`src/sv/pfv_pkg.sv`:
```
// ----------------------------------------------------------------------------
// pfv_pkg - shared definitions for the polygon vertex generator
// Field widths, arithmetic constants, state types and the control structs
// that pass between the sequencers and the serial arithmetic units.
// ----------------------------------------------------------------------------
package pfv_pkg;

  localparam int MAX_VERTICES_DEF = 16;

  localparam int COORD_W  = 24;
  localparam int RADIUS_W = 22;
  localparam int COUNT_W  = 5;
  localparam int ANGLE_W  = 16;
  localparam int INDEX_W  = 4;
  localparam int TRIG_W   = 16;

  localparam int MUL_W       = 32;
  localparam int MUL_DIGIT_W = 4;
  localparam int PROD_W      = 2 * MUL_W;

  localparam int DIV_W     = 32;
  localparam int DIVISOR_W = 8;

  localparam int HORNER_STEPS = 6;

  localparam logic [MUL_W-1:0] PI_Q30  = 32'd3373259426;
  localparam logic [30:0]      Q30_ONE = 31'h4000_0000;

  function automatic logic [DIVISOR_W-1:0] horner_div(input logic [2:0] k);
    logic [DIVISOR_W-1:0] d;
    case (k)
      3'd0:    d = 8'd156;
      3'd1:    d = 8'd110;
      3'd2:    d = 8'd72;
      3'd3:    d = 8'd42;
      3'd4:    d = 8'd20;
      3'd5:    d = 8'd6;
      default: d = 8'd6;
    endcase
    return d;
  endfunction

  typedef struct packed {
    logic             start;
    logic [MUL_W-1:0] a;
    logic [MUL_W-1:0] b;
  } mul_req_t;

  typedef struct packed {
    logic              done;
    logic [PROD_W-1:0] prod;
  } mul_rsp_t;

  typedef struct packed {
    logic                 start;
    logic [DIV_W-1:0]     dividend;
    logic [DIVISOR_W-1:0] divisor;
  } div_req_t;

  typedef struct packed {
    logic                 done;
    logic [DIV_W-1:0]     quot;
    logic [DIVISOR_W-1:0] rem;
  } div_rsp_t;

  typedef enum logic [2:0] {
    SIN_IDLE,
    SIN_X,
    SIN_SQ,
    SIN_HMUL,
    SIN_HDIV,
    SIN_FIN
  } sine_state_t;

  typedef enum logic [2:0] {
    PF_IDLE,
    PF_STEP,
    PF_LAUNCH,
    PF_COS,
    PF_COS_SCALE,
    PF_SIN,
    PF_SIN_SCALE,
    PF_WRITE
  } pf_state_t;

endpackage

```
`src/sv/pfv_if.sv`:
```
// ----------------------------------------------------------------------------
// pfv_if - request and vertex channels
// Valid/ready channels; a word moves on a clock edge with valid and ready high.
// ----------------------------------------------------------------------------
interface pfv_req_if;
  logic                                valid;
  logic                                ready;
  logic signed [pfv_pkg::COORD_W-1:0]  center_x;
  logic signed [pfv_pkg::COORD_W-1:0]  center_y;
  logic        [pfv_pkg::RADIUS_W-1:0] radius;
  logic        [pfv_pkg::COUNT_W-1:0]  num_vertices;
  logic        [pfv_pkg::ANGLE_W-1:0]  rotation;

  modport source (
    output valid, center_x, center_y, radius, num_vertices, rotation,
    input  ready
  );
  modport sink (
    input  valid, center_x, center_y, radius, num_vertices, rotation,
    output ready
  );
endinterface

interface pfv_vtx_if;
  logic                               valid;
  logic                               ready;
  logic signed [pfv_pkg::COORD_W-1:0] vertex_x;
  logic signed [pfv_pkg::COORD_W-1:0] vertex_y;
  logic        [pfv_pkg::INDEX_W-1:0] vertex_index;
  logic                               last_vertex;

  modport source (
    output valid, vertex_x, vertex_y, vertex_index, last_vertex,
    input  ready
  );
  modport sink (
    input  valid, vertex_x, vertex_y, vertex_index, last_vertex,
    output ready
  );
endinterface

```
`src/sv/polygon_formation_vertices.sv`:
```
// ----------------------------------------------------------------------------
// polygon_formation_vertices - regular polygon vertex generator
// Turns a centre/radius/count/rotation request into one word per vertex.
// ----------------------------------------------------------------------------
// One request is taken at a time and answered with min(n, MAX_VERTICES)
// vertex words in index order, the last one flagged; n = 0 gives no words.
// A request first gets its angle step from a 32-step serial divide, then
// its vertices are made one by one. Most per-vertex work is in the sine
// unit, run once for cosine and once for sine: its polynomial needs six
// 32-step serial divisions and nine 4-bit-digit multiplies. Two scaling
// multiplies and the PF_LAUNCH and PF_WRITE control states make up the rest.
// A finished vertex sits in the output register, so the next vertex, or the
// next request after the last vertex, is worked on while it waits to be
// taken.
module polygon_formation_vertices #(
  parameter int MAX_VERTICES = pfv_pkg::MAX_VERTICES_DEF
) (
  input logic        clk,
  input logic        rst,
  pfv_req_if.sink    req,
  pfv_vtx_if.source  vtx
);

  localparam int CW = pfv_pkg::COORD_W;
  localparam int NW = pfv_pkg::COUNT_W;
  localparam int AW = pfv_pkg::ANGLE_W;
  localparam int W  = pfv_pkg::MUL_W;
  localparam int PW = pfv_pkg::PROD_W;
  localparam int SW = pfv_pkg::RADIUS_W + 1;
  localparam int EW = CW + 2;
  localparam logic signed [EW-1:0] SAT_HI = EW'((1 <<< (CW - 1)) - 1);
  localparam logic signed [EW-1:0] SAT_LO = -EW'(1 <<< (CW - 1));

  pfv_pkg::pf_state_t state, state_next;
  pfv_pkg::mul_req_t  mul_req;
  pfv_pkg::mul_rsp_t  mul_rsp;
  pfv_pkg::div_req_t  div_req;
  pfv_pkg::div_rsp_t  div_rsp;

  logic signed [CW-1:0]               cx;
  logic signed [CW-1:0]               cy;
  logic [pfv_pkg::RADIUS_W-1:0]       radius;
  logic [AW-1:0]                      rot;
  logic [NW-1:0]                      n;
  logic [AW:0]                        step;
  logic [NW-1:0]                      step_rem;
  logic [NW-1:0]                      i;
  logic [AW-1:0]                      qa;
  logic [NW-1:0]                      ra;
  logic                               trig_neg;
  logic signed [CW-1:0]               vx;
  logic signed [CW-1:0]               vy;

  logic                               ovalid;
  logic signed [CW-1:0]               ox;
  logic signed [CW-1:0]               oy;
  logic [pfv_pkg::INDEX_W-1:0]        oidx;
  logic                               olast;

  logic                               accept;
  logic                               load;
  logic                               last;
  logic [NW-1:0]                      n_clamp;
  logic [AW-1:0]                      ang;
  logic [AW-1:0]                      ang_cos;
  logic                               sin_start;
  logic [AW-1:0]                      sin_angle;
  logic                               sin_done;
  logic signed [pfv_pkg::TRIG_W-1:0]  sin_value;
  logic [pfv_pkg::TRIG_W-1:0]         mag;
  logic [SW-1:0]                      scaled;
  logic signed [EW-1:0]               base;
  logic signed [EW-1:0]               sum;
  logic signed [CW-1:0]               coord_sat;
  logic [NW:0]                        ra_sum;
  logic                               ra_wrap;

  pfv_mul  u_mul  (.clk(clk), .rst(rst), .req(mul_req), .rsp(mul_rsp));
  pfv_div  u_div  (.clk(clk), .rst(rst), .req(div_req), .rsp(div_rsp));
  pfv_sine u_sine (
    .clk   (clk),
    .rst   (rst),
    .start (sin_start),
    .angle (sin_angle),
    .done  (sin_done),
    .value (sin_value)
  );

  assign accept  = req.valid && req.ready;
  assign load    = (state == pfv_pkg::PF_WRITE) && (!ovalid || vtx.ready);
  assign last    = (i == n - 1'b1);
  assign n_clamp = (int'(req.num_vertices) > MAX_VERTICES) ? NW'(MAX_VERTICES)
                                                           : req.num_vertices;

  // even counts: upper half pulled back by half a step
  assign ang = rot + qa
             - ((!n[0] && (i >= (n >> 1))) ? step[AW:1] : AW'(0));
  assign ang_cos = ang + AW'(16384);

  assign mag = sin_value[pfv_pkg::TRIG_W-1] ? pfv_pkg::TRIG_W'(16'd0 - sin_value)
                                            : sin_value;

  assign scaled = SW'((mul_rsp.prod + PW'(16384)) >> 15);
  assign base   = (state == pfv_pkg::PF_COS_SCALE) ? EW'(cx) : EW'(cy);
  assign sum    = trig_neg ? base - $signed(EW'(scaled)) : base + $signed(EW'(scaled));

  always_comb begin
    if (sum > SAT_HI) begin
      coord_sat = CW'(SAT_HI);
    end else if (sum < SAT_LO) begin
      coord_sat = CW'(SAT_LO);
    end else begin
      coord_sat = CW'(sum);
    end
  end

  assign ra_sum  = {1'b0, ra} + {1'b0, step_rem};
  assign ra_wrap = ra_sum >= {1'b0, n};

  always_comb begin
    state_next = state;
    case (state)
      pfv_pkg::PF_IDLE: begin
        if (accept && req.num_vertices != '0) state_next = pfv_pkg::PF_STEP;
      end
      pfv_pkg::PF_STEP:      if (div_rsp.done) state_next = pfv_pkg::PF_LAUNCH;
      pfv_pkg::PF_LAUNCH:    state_next = pfv_pkg::PF_COS;
      pfv_pkg::PF_COS:       if (sin_done) state_next = pfv_pkg::PF_COS_SCALE;
      pfv_pkg::PF_COS_SCALE: if (mul_rsp.done) state_next = pfv_pkg::PF_SIN;
      pfv_pkg::PF_SIN:       if (sin_done) state_next = pfv_pkg::PF_SIN_SCALE;
      pfv_pkg::PF_SIN_SCALE: if (mul_rsp.done) state_next = pfv_pkg::PF_WRITE;
      pfv_pkg::PF_WRITE: begin
        if (load) state_next = last ? pfv_pkg::PF_IDLE : pfv_pkg::PF_LAUNCH;
      end
      default:               state_next = pfv_pkg::PF_IDLE;
    endcase
  end

  always_comb begin
    req.ready = (state == pfv_pkg::PF_IDLE);
    sin_start = 1'b0;
    sin_angle = ang;
    mul_req   = '0;
    div_req   = '0;
    case (state)
      pfv_pkg::PF_IDLE: begin
        div_req.start    = accept && req.num_vertices != '0;
        div_req.dividend = pfv_pkg::DIV_W'(1 << AW);
        div_req.divisor  = pfv_pkg::DIVISOR_W'(n_clamp);
      end
      pfv_pkg::PF_LAUNCH: begin
        sin_start = 1'b1;
        sin_angle = ang_cos;
      end
      pfv_pkg::PF_COS, pfv_pkg::PF_SIN: begin
        mul_req.start = sin_done;
        mul_req.a     = W'(radius);
        mul_req.b     = W'(mag);
      end
      pfv_pkg::PF_COS_SCALE: begin
        sin_start = mul_rsp.done;
      end
      default: begin
        sin_start = 1'b0;
      end
    endcase
  end

  always_ff @(posedge clk) begin
    if (rst) begin
      state  <= pfv_pkg::PF_IDLE;
      ovalid <= 1'b0;
    end else begin
      state <= state_next;
      if (load) begin
        ovalid <= 1'b1;
      end else if (vtx.ready) begin
        ovalid <= 1'b0;
      end
    end
  end

  always_ff @(posedge clk) begin
    if (accept) begin
      cx     <= req.center_x;
      cy     <= req.center_y;
      radius <= req.radius;
      rot    <= req.rotation;
      n      <= n_clamp;
    end
    if (state == pfv_pkg::PF_STEP && div_rsp.done) begin
      step     <= (AW+1)'(div_rsp.quot);
      step_rem <= NW'(div_rsp.rem);
      i        <= '0;
      qa       <= '0;
      ra       <= '0;
    end
    if ((state == pfv_pkg::PF_COS || state == pfv_pkg::PF_SIN) && sin_done) begin
      trig_neg <= sin_value[pfv_pkg::TRIG_W-1];
    end
    if (state == pfv_pkg::PF_COS_SCALE && mul_rsp.done) vx <= coord_sat;
    if (state == pfv_pkg::PF_SIN_SCALE && mul_rsp.done) vy <= coord_sat;
    if (load) begin
      ox    <= vx;
      oy    <= vy;
      oidx  <= pfv_pkg::INDEX_W'(i);
      olast <= last;
      if (!last) begin
        i  <= i + 1'b1;
        qa <= AW'(qa + step + (AW+1)'(ra_wrap));
        ra <= ra_wrap ? NW'(ra_sum - {1'b0, n}) : NW'(ra_sum);
      end
    end
  end

  assign vtx.valid        = ovalid;
  assign vtx.vertex_x     = ox;
  assign vtx.vertex_y     = oy;
  assign vtx.vertex_index = oidx;
  assign vtx.last_vertex  = olast;

endmodule

```
`src/sv/pfv_mul.sv`:
```
// ----------------------------------------------------------------------------
// pfv_mul - digit-serial unsigned multiplier
// Consumes one 4-bit digit of b per cycle, least significant first.
// ----------------------------------------------------------------------------
module pfv_mul (
  input  logic              clk,
  input  logic              rst,
  input  pfv_pkg::mul_req_t req,
  output pfv_pkg::mul_rsp_t rsp
);

  localparam int W     = pfv_pkg::MUL_W;
  localparam int D     = pfv_pkg::MUL_DIGIT_W;
  localparam int STEPS = W / D;
  localparam int CNT_W = $clog2(STEPS);

  logic [W-1:0]          a_op;
  logic [W-1:0]          b_sh;
  logic [2*W-1:0]        prod;
  logic [CNT_W-1:0]      cnt;
  logic                  busy;
  logic                  done;
  logic [W+D-1:0]        sum;

  assign sum = {{D{1'b0}}, prod[2*W-1:W]} + ((W+D)'(a_op) * (W+D)'(b_sh[D-1:0]));

  always_ff @(posedge clk) begin
    if (rst) begin
      busy <= 1'b0;
      done <= 1'b0;
      cnt  <= '0;
    end else begin
      done <= 1'b0;
      if (req.start) begin
        busy <= 1'b1;
        cnt  <= '0;
      end else if (busy) begin
        cnt <= cnt + 1'b1;
        if (cnt == CNT_W'(STEPS - 1)) begin
          busy <= 1'b0;
          done <= 1'b1;
        end
      end
    end
  end

  always_ff @(posedge clk) begin
    if (req.start) begin
      a_op <= req.a;
      b_sh <= req.b;
      prod <= '0;
    end else if (busy) begin
      prod <= {sum, prod[W-1:D]};
      b_sh <= b_sh >> D;
    end
  end

  assign rsp.done = done;
  assign rsp.prod = prod;

endmodule

```
`src/sv/pfv_div.sv`:
```
// ----------------------------------------------------------------------------
// pfv_div - bit-serial restoring divider
// One quotient bit per cycle, quotient and remainder valid with done.
// ----------------------------------------------------------------------------
module pfv_div (
  input  logic              clk,
  input  logic              rst,
  input  pfv_pkg::div_req_t req,
  output pfv_pkg::div_rsp_t rsp
);

  localparam int W     = pfv_pkg::DIV_W;
  localparam int V     = pfv_pkg::DIVISOR_W;
  localparam int CNT_W = $clog2(W);

  logic [W-1:0]     quo;
  logic [V-1:0]     rem;
  logic [V-1:0]     dvs;
  logic [CNT_W-1:0] cnt;
  logic             busy;
  logic             done;
  logic [V:0]       trial;
  logic [V:0]       diff;
  logic             ge;

  assign trial = {rem, quo[W-1]};
  assign ge    = trial >= {1'b0, dvs};
  assign diff  = trial - {1'b0, dvs};

  always_ff @(posedge clk) begin
    if (rst) begin
      busy <= 1'b0;
      done <= 1'b0;
      cnt  <= '0;
    end else begin
      done <= 1'b0;
      if (req.start) begin
        busy <= 1'b1;
        cnt  <= '0;
      end else if (busy) begin
        cnt <= cnt + 1'b1;
        if (cnt == CNT_W'(W - 1)) begin
          busy <= 1'b0;
          done <= 1'b1;
        end
      end
    end
  end

  always_ff @(posedge clk) begin
    if (req.start) begin
      quo <= req.dividend;
      dvs <= req.divisor;
      rem <= '0;
    end else if (busy) begin
      rem <= ge ? diff[V-1:0] : trial[V-1:0];
      quo <= {quo[W-2:0], ge};
    end
  end

  assign rsp.done = done;
  assign rsp.quot = quo;
  assign rsp.rem  = rem;

endmodule

```
`src/sv/pfv_sine.sv`:
```
// ----------------------------------------------------------------------------
// pfv_sine - Q1.15 sine sequencer
// Quarter-turn reduction, then a six-step Horner polynomial in Q30 run on a
// serial multiplier and a serial divider.
// ----------------------------------------------------------------------------
module pfv_sine (
  input  logic                                clk,
  input  logic                                rst,
  input  logic                                start,
  input  logic        [pfv_pkg::ANGLE_W-1:0]  angle,
  output logic                                done,
  output logic signed [pfv_pkg::TRIG_W-1:0]   value
);

  localparam int          W      = pfv_pkg::MUL_W;
  localparam int          PW     = pfv_pkg::PROD_W;
  localparam logic [2:0]  K_LAST = 3'(pfv_pkg::HORNER_STEPS - 1);

  pfv_pkg::sine_state_t state, state_next;
  pfv_pkg::mul_req_t    mul_req;
  pfv_pkg::mul_rsp_t    mul_rsp;
  pfv_pkg::div_req_t    div_req;
  pfv_pkg::div_rsp_t    div_rsp;

  logic [1:0]    quad;
  logic [W-1:0]  x;
  logic [W-1:0]  x2;
  logic [2:0]    k;

  logic [14:0]   t_calc;
  logic [W-1:0]  x_calc;
  logic [W-1:0]  x2_calc;
  logic [W-1:0]  u_calc;
  logic [30:0]   p_calc;
  logic [16:0]   m_calc;
  logic signed [pfv_pkg::TRIG_W-1:0] val_calc;

  pfv_mul u_mul (.clk(clk), .rst(rst), .req(mul_req), .rsp(mul_rsp));
  pfv_div u_div (.clk(clk), .rst(rst), .req(div_req), .rsp(div_rsp));

  // odd quadrants mirror the angle
  assign t_calc  = angle[14] ? 15'(15'd16384 - {1'b0, angle[13:0]}) : {1'b0, angle[13:0]};
  assign x_calc  = W'((mul_rsp.prod + PW'(16384)) >> 15);
  assign x2_calc = W'((mul_rsp.prod + PW'(536870912)) >> 30);
  assign u_calc  = W'(mul_rsp.prod >> 30);
  assign p_calc  = pfv_pkg::Q30_ONE - 31'(div_rsp.quot);
  assign m_calc  = 17'(((mul_rsp.prod >> 30) + PW'(16384)) >> 15);

  always_comb begin
    if (!quad[1]) begin
      val_calc = (m_calc > 17'd32767) ? 16'sd32767 : 16'(m_calc);
    end else begin
      val_calc = (m_calc > 17'd32768) ? -16'sd32768 : 16'(17'd0 - m_calc);
    end
  end

  always_comb begin
    state_next = state;
    case (state)
      pfv_pkg::SIN_IDLE: if (start) state_next = pfv_pkg::SIN_X;
      pfv_pkg::SIN_X:    if (mul_rsp.done) state_next = pfv_pkg::SIN_SQ;
      pfv_pkg::SIN_SQ:   if (mul_rsp.done) state_next = pfv_pkg::SIN_HMUL;
      pfv_pkg::SIN_HMUL: if (mul_rsp.done) state_next = pfv_pkg::SIN_HDIV;
      pfv_pkg::SIN_HDIV: begin
        if (div_rsp.done) begin
          state_next = (k == K_LAST) ? pfv_pkg::SIN_FIN : pfv_pkg::SIN_HMUL;
        end
      end
      pfv_pkg::SIN_FIN:  if (mul_rsp.done) state_next = pfv_pkg::SIN_IDLE;
      default:           state_next = pfv_pkg::SIN_IDLE;
    endcase
  end

  always_comb begin
    mul_req = '0;
    div_req = '0;
    case (state)
      pfv_pkg::SIN_IDLE: begin
        mul_req.start = start;
        mul_req.a     = pfv_pkg::PI_Q30;
        mul_req.b     = W'(t_calc);
      end
      pfv_pkg::SIN_X: begin
        mul_req.start = mul_rsp.done;
        mul_req.a     = x_calc;
        mul_req.b     = x_calc;
      end
      pfv_pkg::SIN_SQ: begin
        mul_req.start = mul_rsp.done;
        mul_req.a     = x2_calc;
        mul_req.b     = W'(pfv_pkg::Q30_ONE);
      end
      pfv_pkg::SIN_HMUL: begin
        div_req.start    = mul_rsp.done;
        div_req.dividend = u_calc;
        div_req.divisor  = pfv_pkg::horner_div(k);
      end
      pfv_pkg::SIN_HDIV: begin
        mul_req.start = div_rsp.done;
        mul_req.a     = (k == K_LAST) ? x : x2;
        mul_req.b     = W'(p_calc);
      end
      default: begin
        mul_req = '0;
        div_req = '0;
      end
    endcase
  end

  always_ff @(posedge clk) begin
    if (rst) begin
      state <= pfv_pkg::SIN_IDLE;
      done  <= 1'b0;
    end else begin
      state <= state_next;
      done  <= (state == pfv_pkg::SIN_FIN) && mul_rsp.done;
    end
  end

  always_ff @(posedge clk) begin
    if (state == pfv_pkg::SIN_IDLE && start) quad <= angle[15:14];
    if (state == pfv_pkg::SIN_X && mul_rsp.done) x <= x_calc;
    if (state == pfv_pkg::SIN_SQ && mul_rsp.done) begin
      x2 <= x2_calc;
      k  <= '0;
    end
    if (state == pfv_pkg::SIN_HDIV && div_rsp.done) k <= k + 1'b1;
    if (state == pfv_pkg::SIN_FIN && mul_rsp.done) value <= val_calc;
  end

endmodule

```
`src/flat_wrapper.sv`:
```
// flat-port wrapper written by rule: the top's interface ports become plain ports
module polygon_formation_vertices_flat 
#(
  parameter int MAX_VERTICES = pfv_pkg::MAX_VERTICES_DEF
)
  (clk, rst, req_valid, req_center_x, req_center_y, req_radius, req_num_vertices, req_rotation, req_ready, vtx_valid, vtx_vertex_x, vtx_vertex_y, vtx_vertex_index, vtx_last_vertex, vtx_ready);
  pfv_req_if req_i ();
  pfv_vtx_if vtx_i ();
  input logic clk;
  input logic rst;
  input wire logic [$bits(req_i.valid)-1:0] req_valid;
  input wire logic [$bits(req_i.center_x)-1:0] req_center_x;
  input wire logic [$bits(req_i.center_y)-1:0] req_center_y;
  input wire logic [$bits(req_i.radius)-1:0] req_radius;
  input wire logic [$bits(req_i.num_vertices)-1:0] req_num_vertices;
  input wire logic [$bits(req_i.rotation)-1:0] req_rotation;
  output wire logic [$bits(req_i.ready)-1:0] req_ready;
  output wire logic [$bits(vtx_i.valid)-1:0] vtx_valid;
  output wire logic [$bits(vtx_i.vertex_x)-1:0] vtx_vertex_x;
  output wire logic [$bits(vtx_i.vertex_y)-1:0] vtx_vertex_y;
  output wire logic [$bits(vtx_i.vertex_index)-1:0] vtx_vertex_index;
  output wire logic [$bits(vtx_i.last_vertex)-1:0] vtx_last_vertex;
  input wire logic [$bits(vtx_i.ready)-1:0] vtx_ready;
  assign req_i.valid = req_valid;
  assign req_i.center_x = req_center_x;
  assign req_i.center_y = req_center_y;
  assign req_i.radius = req_radius;
  assign req_i.num_vertices = req_num_vertices;
  assign req_i.rotation = req_rotation;
  assign req_ready = req_i.ready;
  assign vtx_valid = vtx_i.valid;
  assign vtx_vertex_x = vtx_i.vertex_x;
  assign vtx_vertex_y = vtx_i.vertex_y;
  assign vtx_vertex_index = vtx_i.vertex_index;
  assign vtx_last_vertex = vtx_i.last_vertex;
  assign vtx_i.ready = vtx_ready;
  polygon_formation_vertices #(.MAX_VERTICES(MAX_VERTICES)) u_core (.clk(clk), .rst(rst), .req(req_i), .vtx(vtx_i));
endmodule
```
`config.mk`:
```
export PLATFORM = sky130hd
export DESIGN_NAME = polygon_formation_vertices_flat
export DESIGN_NICKNAME = d
export VERILOG_FILES = /design/src/sv/pfv_pkg.sv /design/src/sv/pfv_if.sv /design/src/sv/polygon_formation_vertices.sv /design/src/sv/pfv_mul.sv /design/src/sv/pfv_div.sv /design/src/sv/pfv_sine.sv /design/src/flat_wrapper.sv
export SDC_FILE = /design/constraint.sdc
export NUM_CORES = 2
export LEC_CHECK = 0
export BUFFER_PORTS_ARGS = -buffer_cell sky130_fd_sc_hd__buf_2
export CORE_MARGIN = 3
export CORE_UTILIZATION = 67
export CTS_CLUSTER_SIZE = 16
export DETAILED_ROUTE_END_ITERATION = 8
export PLACE_DENSITY = 0.82
export SLEW_MARGIN = 10
export SYNTH_ARGS = -nofsm -noshare
export SYNTH_HDL_FRONTEND = slang
export SYNTH_SLANG_ARGS = --single-unit
```
`constraint.sdc`:
```
create_clock -name clk -period 9.05 [get_ports clk]
set_clock_uncertainty 0.2 [all_clocks]
set_input_delay 0.905 -clock clk [delete_from_list [all_inputs] [get_ports clk]]
set_output_delay 0.905 -clock clk [all_outputs]
set_load 0.02 [all_outputs]
```
Yosys cells after proc, flatten, opt, wreduce, memory -nomap -nowiden
Cells that the tools add are included.
{ "totals": {"out_inout_bits": 55, "elab_cells": 244, "regBits": 710, "inputBits": 95} }
{ "op_classes": {"mux": 76, "eq_ne": 35, "addsub": 28, "mul": 2, "n_reduce_logical": 38, "bitwise": 4, "magnitude_cmp": 9} }
{ "ops": {"columns": ["cell", "count"], "rows": [
  ["2-to-1 mux 32 bit", 9],
  ["case mux 65 bit (4 select lines)", 1],
  ["2-to-1 mux 16 bit", 9],
  ["2-to-1 mux 41 bit", 2],
  ["adder 32 x 36 -> 36 bit", 2],
  ["multiplier 32 x 4 -> 36 bit", 2],
  ["2-to-1 mux 65 bit", 1],
  ["adder 62 x 30 -> 62 bit (second input constant)", 1],
  ["2-to-1 mux 26 bit", 2],
  ["2-to-1 mux 24 bit", 2],
  ["2-to-1 mux 3 bit", 16],
  ["adder 47 x 15 -> 47 bit (second input constant)", 1],
  ["2-to-1 mux 5 bit", 8],
  ["case mux 8 bit (5 select lines)", 1],
  ["adder 38 x 15 -> 38 bit (second input constant)", 1],
  ["adder 16 bit", 2],
  ["adder 32 x 15 -> 32 bit (second input constant)", 1],
  ["subtractor 1 x 16 -> 16 bit (first input constant)", 2],
  ["subtractor 31 bit (first input constant)", 1],
  ["== test 3 bit (second input constant)", 10],
  ["adder 26 x 24 -> 26 bit", 1],
  ["greater-than comparator 26 x 24 -> 1 bit (second input constant)", 1],
  ["< comparator 26 x 24 -> 1 bit (second input constant)", 1],
  ["subtractor 26 x 24 -> 26 bit", 1],
  ["40 further kinds", 114]
]} }

Longest topological paths before layout
{ "depth": {"word_depth": 10, "mapped_depth": 24, "mapped_depth_nobuf": 22} }

Modules after synthesis
From an unflattened synthesis, not the netlist that was laid out.
{ "hier_totals": {"cells_unflattened": 4387, "area_unflattened_um2": 45929.0} }
{ "modules_own_cells": {"columns": ["mod", "cells_per_inst", "area_each_um2", "n_inst", "seq_area_each_um2"], "rows": [
  ["polygon_formation_vertices", 1217, 13804.5, 1, 7056.8],
  ["pfv_mul (u_core.u_sine.u_mul)", 966, 9765.6, 1, 3303.2],
  ["pfv_mul (u_core.u_mul)", 953, 9724.3, 1, 3303.2],
  ["pfv_sine", 817, 7274.5, 1, 2602.5],
  ["pfv_div", 217, 2680.1, 2, 1501.4]
]} }

Worst setup path after synthesis
No wires, ideal clock.
{ "synth_path": {"kind": "register to register", "startpoint": "reg u_core.step_rem[0]", "endpoint": "reg u_core.qa[14]", "arrival_time_ns": 5.716, "setup_slack_ns": 3.004, "setup_time_ns": 0.130, "path_buffers": 1, "required_time_ns": 8.720, "path_stages_with_launch": 23, "path_cell_list": "edfxtp_1 ha_1 fa_1 a21o_1 a21oi_1 xnor2_1 ha_1 and4_1 a2111oi_0 and2_1 clkbuf_1 inv_1 fa_1 fa_1 a21o_1 a21oi_1 o21bai_1 a2111oi_0 o31ai_1 a2111o_1 a31oi_1 xor2_1 o21ai_0"} }
{ "synth_between": {"elab_chain_cells": 5} }
{ "synth_lines": {"columns": ["element", "line_no", "rtl"], "rows": [
  ["start, declared", "polygon_formation_vertices.sv:46", "logic [NW-1:0] step_rem;"],
  ["start signal, assigned", "polygon_formation_vertices.sv:193", "step_rem <= NW'(div_rsp.rem);"],
  ["adder 5 x 5 -> 6 bit", "polygon_formation_vertices.sv:117", "assign ra_sum = {1'b0, ra} + {1'b0, step_rem};"],
  [">= comparator 6 x 5 -> 1 bit", "polygon_formation_vertices.sv:118", "assign ra_wrap = ra_sum >= {1'b0, n};"],
  ["adder 16 x 1 -> 16 bit", "polygon_formation_vertices.sv:210", "qa <= AW'(qa + step + (AW+1)'(ra_wrap));"],
  ["2-to-1 mux 16 bit", "polygon_formation_vertices.sv:208", "if (!last) begin"],
  ["2-to-1 mux 16 bit", "polygon_formation_vertices.sv:203", "if (load) begin"],
  ["end signal, assigned", "polygon_formation_vertices.sv:210", null],
  ["end, declared", "polygon_formation_vertices.sv:48", "logic [AW-1:0] qa;"]
]} }
Every way passes these cells.
A chain may end at the register's enable or synchronous reset.

Final worst setup path
{ "layout_path": {"startpoint": "reg u_core.u_mul.prod[15]", "endpoint": "reg u_core.vy[16], data pin"} }
{ "layout_between": {"elab_chain_cells": 6} }
{ "layout_lines": {"columns": ["element", "line_no", "rtl"], "rows": [
  ["start, declared", "pfv_mul.sv:19", "logic [2*W-1:0] prod;"],
  ["start signal, assigned", "pfv_mul.sv:53", "prod <= {sum, prod[W-1:D]};"],
  ["adder 38 x 15 -> 38 bit (*)", "polygon_formation_vertices.sv:103", "assign scaled = SW'((mul_rsp.prod + PW'(16384)) >> 15);"],
  ["adder 26 x 24 -> 26 bit / subtractor 26 x 24 -> 26 bit (equally long branches)", "polygon_formation_vertices.sv:105", "assign sum = trig_neg ? base - $signed(EW'(scaled)) : base + $signed(EW'(scaled));"],
  ["2-to-1 mux 26 bit (*)", "polygon_formation_vertices.sv:105", null],
  ["< comparator 26 x 24 -> 1 bit", "polygon_formation_vertices.sv:110", "end else if (sum < SAT_LO) begin"],
  ["2-to-1 mux 24 bit", "polygon_formation_vertices.sv:110", null],
  ["2-to-1 mux 24 bit (*)", "polygon_formation_vertices.sv:108", "if (sum > SAT_HI) begin"],
  ["net u_core.coord_sat[16]", "polygon_formation_vertices.sv:74", "logic signed [CW-1:0] coord_sat;"],
  ["end signal, assigned", "polygon_formation_vertices.sv:202", "if (state == pfv_pkg::PF_SIN_SCALE && mul_rsp.done) vy <= coord_sat;"],
  ["end, declared", "polygon_formation_vertices.sv:52", "logic signed [CW-1:0] vy;"]
]} }
Mark *: on every way through the listed nets, which the timed path passes. The rest lies on a longest branch.

==> metrics <==
port bufs=149; hold buffers post-CTS=0; Die Area=63400 sq um; first-pass GRT wire length=152000 um; number of flops mapped to enable cells by yosys=477; final net count=4489; leakage power=17.8 nW; share of cells above drive strength 1=9.36%; Hold/Removal Path Class=reg -> reg; layout overhead on the synthesized area=8.72%; Clock Latency Late Sink=610 ps; Crit-path slowest cell=nor2_1; Syn Inst Count=3963; Cell Rows=89; DR vias/cell=6.17; worst setup path class=reg -> reg; DPL Wire Length=67700 um; CTS HTree Levels=3; average cell area after synthesis=10.2 sq um; CP Buf/Inv Count=0; R2R depth=18; Hold EP=u_core.vtx.vertex_x[21]; Post-Layout Inst Area=44000 sq um; CTS tree=built; CP Launch Type=register; Post-Syn Area=40500 sq um; largest net degree at the start of global routing=73; initial antenna violation count=2; Post-CTS Resized=0; maximum clock frequency=145 MHz; Critical Path Source=u_core.u_mul.prod[15]; Die Y=252 um; Synth area leaders=edfxtp_1 (35%), fa_1 (8.6%), dfxtp_1 (8.2%); slack of the critical path=2160 ps; Max-Slew Margin vs Limit=17.6%; start of the worst register-to-register path=u_core.u_mul.prod[15]; clk slew on worst S/H paths=60 ps; leading area contributor after synthesis=edfxtp_1; clk buf depth=3; dpl cell area=41800 sq um; sequential area share after synthesis=43.5%; reg2reg end=u_core.vy[16]; core outline area=59500 sq um; n_diodes=0; Synth Register Bits=642; number of global-route vias before repair=28685; Synth top cells by count=edfxtp_1 (477), nand2_1 (452), nor2_1 (288); Synth Net Count=4419; Overflow after GRT=0; VDD IR-drop max=0.000296 V; status=complete, no violations; ANT nets after route=0; final hold violation count=0; Most common cell on crit path=ha_1; cell with the most instances after synthesis=edfxtp_1; Worst Hold Slack=213 ps; initial DRC count=2619; Synth async-reset ratio=0%; YS warnings=0; endpoints failing setup=0; Initial Util=68.1%; CP Max Fanout=15; Power Density=327 nW/um^2; setup slack, reg-to-reg=2160 ps; hold_sp=u_core.vx[21]; setup TNS=0 ps; vias=29989; DR DRC count=0; worst endpoint required time=9120 ps; Avg WL per Cell=19.4 um; Main synth FF type=edfxtp_1; GPL Wtd Cong=0.911; Worst Setup End Kind=register; GRT Total Usage=29.7%; TritonRoute pass-1 iters=6; cts bufs inserted=69; Setup WS pre-CTS=2300 ps; final period utilization=76.1%; Synth cell types=91; Die X=252 um; Max Cap Viol=0; DRT Wirelength=94400 um; Hold Path Cell Cnt=0; Largest delay share family, worst path=simple AND/OR/NAND/NOR gates; unrepaired setup endpoints after global routing=false; Root Driver=clkbuf_16; CP cell instances=ha_1 -> nand3_1 -> nor3_2 -> o211ai_1 -> a211oi_2 -> nand4_1 -> nor2b_1 -> xor2_1 -> ha_1 -> and3_1 -> and2_1 -> or3b_1 -> a211oi_1 -> o2111ai_1 -> a21oi_1 -> a221oi_2 -> nor2_1 -> o32ai_1; measured slew at the worst slew-check pin=1230 ps; postcts setup bufs=0; Ports=150; Clock Sinks=642; CP max stage delay=930 ps; Critical Path AT=6960 ps; post-layout min period=6890 ps; post-synth top area share=35.4%; Final Max Slew Viols=0
-- metrics by stage --
| stage | power, mW | instances | utilization (%) |
|---|---|---|---|
| floorplan | 9.85 | 3963 | - |
| global placement | 11.3 | 4735 | 70.3 |
| detailed placement | 11.5 | 4735 | 70.3 |
| CTS | 14.3 | 4863 | 74.1 |
| global route | 15.5 | 4863 | 74.1 |
| finish | 14.4 | 4863 | 74.1 |
-- worst max path at each step --
stage / end / slack [ps] / cells past startpoint
2_1_floorplan: u_core.qa[14] / 3000 / 22
3_3_place_gp: u_core.vx[16] / 2660 / 18
3_5_place_dp: u_core.vx[16] / 2300 / 18
4_1_cts: u_core.vy[16] / 2280 / 18
5_1_grt: u_core.vy[16] / 1550 / 18
6_report: u_core.vy[16] / 2160 / 18
-- cells by family (layout without fill, tap and decap cells) --
kind of cell | count (synthesis) | in the layout | share of synthesized area (%)
adders and majority gates | 361 | 361 | 14.4
xor gates and xnor gates | 281 | 281 | 6.09
and+or+nand+nor | 1357 | 1357 | 16.2
AOI/OAI and AO/OA | 735 | 735 | 12.0
buffers and inverters | 446 | 573 | 4.25
DFF | 642 | 642 | 43.5
muxes | 141 | 141 | 3.56
-- sequential cells by signal, indices dropped and copies added, names as in the netlist, 32 cells and up --
register,count
u_core.u_sine.u_mul.b_sh,32
u_core.u_sine.u_mul.prod,50
u_core.u_mul.prod,41
u_core.u_sine.x,32
u_core.u_div.quo,32
u_core.u_sine.u_div.quo,32
u_core.u_sine.x2,32
u_core.u_sine.u_mul.a_op,32
-- layer usage --
layer  up-vias  track usage (%)  wire [um]  share of wire (%)
met3       188             4.84       7430                7.9
met5         -                0          0                  0
li1      14148                -          -                  -
met2      1170             49.0      44400                 47
met1     14483             41.1      39700                 42
met4         0             8.59       2790                3.0
-- power breakdown --
group	internal (mW)	leakage (nW)	switching, mW	total, mW
Clock	1.60	1.09	1.18	2.78
Combinational	2.97	11.0	4.28	7.25
Sequential	3.82	5.73	0.523	4.35
-- worst reg2reg max path, stage by stage (launching register included) --
cell       delay (ps)
dfxtp_1           460
ha_1              290
nand3_1           230
nor3_2            610
o211ai_1          240
a211oi_2          370
nand4_1           230
nor2b_1           200
xor2_1            180
ha_1              380
and3_1            210
and2_1            140
or3b_1            360
a211oi_1          390
o2111ai_1         250
a21oi_1           390
a221oi_2          200
nor2_1            930
o32ai_1           290
-- cells in the final DEF (no fill, tap or decap), types with 16 or more instances in the layout --
cell         n
nor2_1     287
a221oi_1    16
ha_1       186
clkbuf_16   74
and3_1      61
o31ai_1     21
nand2b_1    27
a211oi_1    38
edfxtp_1   477
nor4_1      21
o21a_1      31
nand4_1     36
dfxtp_1    163
and2_1     145
or2_2       20
a21o_1      62
nand2_1    452
a21oi_1    171
o211ai_1    21
a31oi_1     28
o21bai_1    22
nor2b_1     28
inv_1      260
buf_2      149
mux2i_1    115
xnor2_1    150
o21ai_0    159
o22ai_1     32
xor2_1     129
buf_4       31
or3_1       38
nor3_1      78
mux2_2      26
fa_1       175
nand3_1     95
-- final cells by class --
type / instances / area (sq um)
Clock buffer: 89 / 1960
Clock inverter: 39 / 292
Fill cell: 4177 / 15400
Inverter: 265 / 997
Multi-Input combinational cell: 2875 / 21200
Sequential cell: 642 / 17600
Tap cell: 773 / 967
Timing Repair Buffer: 180 / 978
No activity file was read; power rests on OpenSTA's default activity.
